<file path="config.mk">
export PLATFORM = sky130hd
export DESIGN_NAME = tprc_ctrl
export DESIGN_NICKNAME = d
export VERILOG_FILES = /design/src/tprc_pkg.sv /design/src/tprc_ctrl.sv
export SDC_FILE = /design/constraint.sdc
export NUM_CORES = 1
export LEC_CHECK = 0
export ABC_AREA = 1
export BUFFER_PORTS_ARGS = -buffer_cell sky130_fd_sc_hd__buf_2
export CORE_AREA = 3 3 40 42
export CTS_CLUSTER_DIAMETER = 60
export CTS_CLUSTER_SIZE = 16
export DETAILED_ROUTE_END_ITERATION = 7
export DIE_AREA = 0 0 43 45
export GPL_ROUTABILITY_DRIVEN = 0
export HOLD_SLACK_MARGIN = 0.08
export PLACE_DENSITY = 0.44
export REMOVE_ABC_BUFFERS = 1
export SYNTH_ARGS = -nofsm -noshare
export SYNTH_HDL_FRONTEND = slang
export SYNTH_SLANG_ARGS = --single-unit
</file>
<file path="constraint.sdc">
create_clock -name clk -period 1.8 [get_ports clk]
set_clock_uncertainty 0.15 [all_clocks]
set_input_delay 0.45 -clock clk [delete_from_list [all_inputs] [get_ports clk]]
set_output_delay 0.45 -clock clk [all_outputs]
set_load 0.005 [all_outputs]
</file>
<file path="src/tprc_pkg.sv">
`default_nettype none
package tprc_pkg;

  // default table depth, one entry per tcp port
  localparam int unsigned PORT_ENTRIES_DEF = 65536;

  // configuration register indexes
  localparam logic [1:0] CFG_LISTEN_PORT    = 2'd0;
  localparam logic [1:0] CFG_LISTEN_ADDR_HI = 2'd1;
  localparam logic [1:0] CFG_LISTEN_ADDR_LO = 2'd2;

  // connection state codes
  localparam logic [2:0] CS_CLOSED = 3'd0;
  localparam logic [2:0] CS_SYN    = 3'd1;
  localparam logic [2:0] CS_SYNACK = 3'd2;
  localparam logic [2:0] CS_OPEN   = 3'd3;
  localparam logic [2:0] CS_WAIT   = 3'd4;

  localparam logic [31:0] MASK32 = 32'hFFFF_FFFF;

  // controller states
  typedef enum logic [2:0] {
    ST_CLEAR,
    ST_IDLE,
    ST_QUOT,
    ST_REM,
    ST_EVAL
  } tprc_state_t;

  // controller to datapath commands
  typedef struct packed {
    logic clr;
    logic cap;
    logic quot;
    logic rem;
    logic ev;
  } tprc_cmd_t;

  // datapath to controller status
  typedef struct packed {
    logic clr_last;
  } tprc_stat_t;

endpackage
`default_nettype wire

</file>
<file path="src/tprc_ctrl.sv">
`default_nettype none
module tprc_ctrl
  import tprc_pkg::*;
(
  input  wire logic       clk,
  input  wire logic       rst_n,
  input  wire logic       start,
  input  wire tprc_stat_t stat,
  output logic            busy,
  output tprc_cmd_t       cmd
);

  tprc_state_t state_r, state_nxt;

  // state register
  always_ff @(posedge clk) begin
    if (!rst_n) begin
      state_r <= ST_CLEAR;
    end else begin
      state_r <= state_nxt;
    end
  end

  // next state and commands
  always_comb begin
    state_nxt = state_r;
    cmd       = '0;
    busy      = 1'b1;
    unique case (state_r)
      ST_CLEAR: begin
        cmd.clr = 1'b1;
        if (stat.clr_last) begin
          state_nxt = ST_IDLE;
        end
      end
      ST_IDLE: begin
        busy = 1'b0;
        if (start) begin
          cmd.cap   = 1'b1;
          state_nxt = ST_QUOT;
        end
      end
      ST_QUOT: begin
        cmd.quot  = 1'b1;
        state_nxt = ST_REM;
      end
      ST_REM: begin
        cmd.rem   = 1'b1;
        state_nxt = ST_EVAL;
      end
      ST_EVAL: begin
        cmd.ev    = 1'b1;
        state_nxt = ST_IDLE;
      end
      default: state_nxt = ST_IDLE;
    endcase
  end

endmodule
`default_nettype wire

</file>
---- Word level (Yosys, flattened, before mapping) ----
Index checks and enable logic that the tools add are counted.
storage, ports and cells
  output and inout port bits .............. 6
  word-level logic and storage cells ...... 19
  input port bits ......................... 4
  register bits after elaboration ......... 3
operators by class
  equal/unequal tests ..................... 6
  reduce and logical (&&, ||, !) cells .... 2
  multiplexer cells ....................... 10
operator list
  kind                  count
  $pmux W3 S4           1
  $mux W1               7
  $eq A3 B2 Y1 const B  2
  $mux W3               2
  $ne A2 B2 Y1 const B  2
  $eq A3 B1 Y1 const B  1
  $eq A3 B3 Y1 const B  1
  $logic_not A3 Y1      1
  $reduce_and A2 Y1     1

---- Depth between registers and ports, before layout ----
  depth after elaboration ................. 3
  gate-level depth with buffers ........... 5
  mapped depth without buffers ............ 5

---- Least setup slack after synthesis ----
No wires, ideal clock.
  kind .................................... register to output
  start ................................... register state_r[0]
  end ..................................... output port cmd[1] in the netlist's numbering
  path buffers ............................ 0
  data required time ...................... 1.200 ns
  cell stages (with the launch flop) ...... 5
  slack ................................... 0.519 ns
  arrival ................................. 0.681 ns
  cells stage by stage .................... dfxtp_1 -> inv_2 -> nor2_4 -> inv_1 -> nor2_1
RTL lines
  item                      line             RTL
  start: declaration        tprc_ctrl.sv:13  tprc_state_t state_r, state_nxt;
  start signal: assignment  tprc_ctrl.sv:20  state_r <= state_nxt;
  end: declaration          tprc_ctrl.sv:10  output tprc_cmd_t cmd

==> run metrics <==
Startpoint Class flop; post-route cell area roughly 280 µm²; Worst path slowest cell dfxtp_1; Comb pwr share 27.6%; gr ovfl total 0; Crit path depth 5; YS warnings 0; layout cells sized above 1 39.5%; final worst-path cycle share 91.9%; CTS H-tree lvls 1; RSZ-0062 raised after global routing false; register area share after synthesis 31.0%; Max Cap Violations 0; Initial DRC Count 4; DRC violations left 0; CP endpoint kind primary output; worst slew pin tran 0.189 ns; largest net degree at the start of global routing 6; Die Wd between 40 and 50 µm; top cell type's share of synthesized area 31.0%; Layout Cells excl Fill 58; CP Cell Sequence inv_2, nor2_4, inv_1, nor2_1, buf_2; register-to-register setup slack 0.74 ns; Crit path max-delay family flip-flops; initial cell density of the core 15.1%; fin nets 48; max FFs per register 3; crit path DAT 1.05 ns; Reg2Reg Depth 5; crit path from state_r[0]; largest cells by area after synthesis dfxtp_1 31%, nand3_2 15%, inv_1 15%; clock root cell clkbuf_4; vias in the first global route 182; total negative slack 0 ns; worst-case clock buffer depth 2; count of final hold-check violations 0; Port Buffers 9; met1 Use GR 5.05%; fmax 605 MHz; DRT antenna net count 0; drt pass-1 iters 2; Max VDD drop 0.391 mV; post-CTS setup repair buffer count 0; Largest regs state_r x3; Worst Path Max Fanout 5; Cells after DPL 54; die area 1940 µm²; status complete, no violations; vias per cell between 3 and 4; Resized Gates After CTS 0; Async SR Flop Fraction 0%; initial antenna violation count 0; met3 Use GR under 10%; hold_ws roughly 0.32 ns; clk_lat worst skew 0.23 ns; I/O pin count 10; Seq pwr share 30.3%; area leader, netlist dfxtp_1; CTS tree yes; Setup CP Type flop to primary output; Total GRT Usage 5.24%; Gate Count Post-Synth 30; CP peak stage delay ~0.4 ns; switching part of the total power 31.4%; Placed Area 258 µm²; PwrDens 979 nW/µm²; Rows 13; post-DR wirelength/cell 7.03 µm; Syn Area/Cell around 6.5 µm²; vias between 200 and 250; busiest grt layer met2; worst relative slew slack about 87%; Clock Sink Count 3; count of pins over their slew limit 0; cell with the most instances after synthesis inv_1; routed wire length 408 µm; Worst Path Required 1.20 ns; first-pass GRT wire length between 600 and 700 µm; worst path bufs/invs 3; Die Ht 45 µm; most instantiated cells after synthesis 8 x inv_1, 6 x nor2_1, 4 x nand2_1, 3 x dfxtp_1, 3 x nand3_2; Hold Path Class input pin to flop; post-synthesis register bit count 3; clock power share 42.1%; Netlist cell types 11; Post-synth EDFFs 0; Synth Cell Area just under 200 µm²; Reg2Reg Launch Point state_r[2]; Most used DFF post-synth dfxtp_1; Largest Register state_r; Final min period 1.65 ns; DP HPWL 343 µm; FF-to-FF End state_r[1]; Leakage 0.169 nW; CTS Buf Count 3; Ant. Diodes 0; final setup violation count 0; Synth-to-Final Area Change 46.5%; Core Footprint 1280 µm²; clock slew at reported path FFs 0.04 ns; CTS Hold Buffers Added 0; NetSw 0.0872 mW; crit path capture cmd[1]; internal power roughly 0.19 mW; GR met2 Demand/Resource 7.19%
-- layout by cell type (no fill, tap or decap), drive strengths merged --
cell    instances
nand3           4
nor3            1
nand2           4
inv             9
buf             9
and3            1
clkbuf          4
dfxtp           3
a21oi           1
nor2            7
-- kinds of logic (layout without fill, tap and decap cells) --
family	count (synthesis)	count (layout)	share of synthesized area (%)
AND/OR/NAND/NOR	17	17	49.0
buffers and inverters	9	22	17.4
flip-flops	3	3	31.0
AO/OA/AOI/OAI	1	1	2.58
-- how the worst min path moves through the flow --
stage / end / cells after the start / slack (ns) / startpoint
after global placement: state_r[2] / 1 / 0.42 / state_r[1]
after CTS: state_r[0] / 3 / 0.31 / rst_n
after detailed placement: state_r[2] / 1 / 0.40 / state_r[1]
after global routing: state_r[0] / 3 / 0.32 / rst_n
final: state_r[0] / 3 / 0.32 / rst_n
after floorplan: state_r[2] / 1 / 0.37 / state_r[1]
-- routing by layer --
| metal | routed length [µm] | vias to the layer above |
|---|---|---|
| met5 | 0 | - |
| met4 | 0 | 0 |
| met3 | 55 | 0 |
| met2 | 150 | 8 |
| met1 | 201 | 82 |
| li1 | - | 118 |
-- area by class of cell --
cell class,instances,area [µm²]
Sequential cell,3,60.1
Fill cell,147,1000
Timing Repair Buffer,9,45.0
Inverter,9,33.8
Clock buffer,4,26.3
Tap cell,15,18.8
Multi-Input combinational cell,18,100
-- power groups by stage --
stage / clock network, mW / logic [mW] / registers (mW)
global placement: 0 / 0.0773 / 0.0865
CTS: 0.122 / 0.0777 / 0.0845
global route: 0.133 / 0.0867 / 0.0859
finish: 0.117 / 0.0766 / 0.0843
floorplan: 0 / 0.0521 / 0.0836
detailed placement: 0 / 0.0776 / 0.0856
-- worst min-delay path: stages --
cell and delay [ns]:
buf_2 0.11, nand2_1 0.06, a21oi_1 0.03
-- through the flow --
| step | power, mW | worst slack [ns] | util, % |
|---|---|---|---|
| floorplan | 0.136 | 0.519 | - |
| global placement | 0.164 | 0.383 | 20.1 |
| detailed placement | 0.163 | 0.387 | 20.1 |
| CTS | 0.284 | 0.140 | 22.1 |
| global route | 0.306 | 0.0379 | 22.1 |
| finish | 0.278 | 0.146 | 22.1 |
Note: power is estimated with default switching activity, not from simulation.
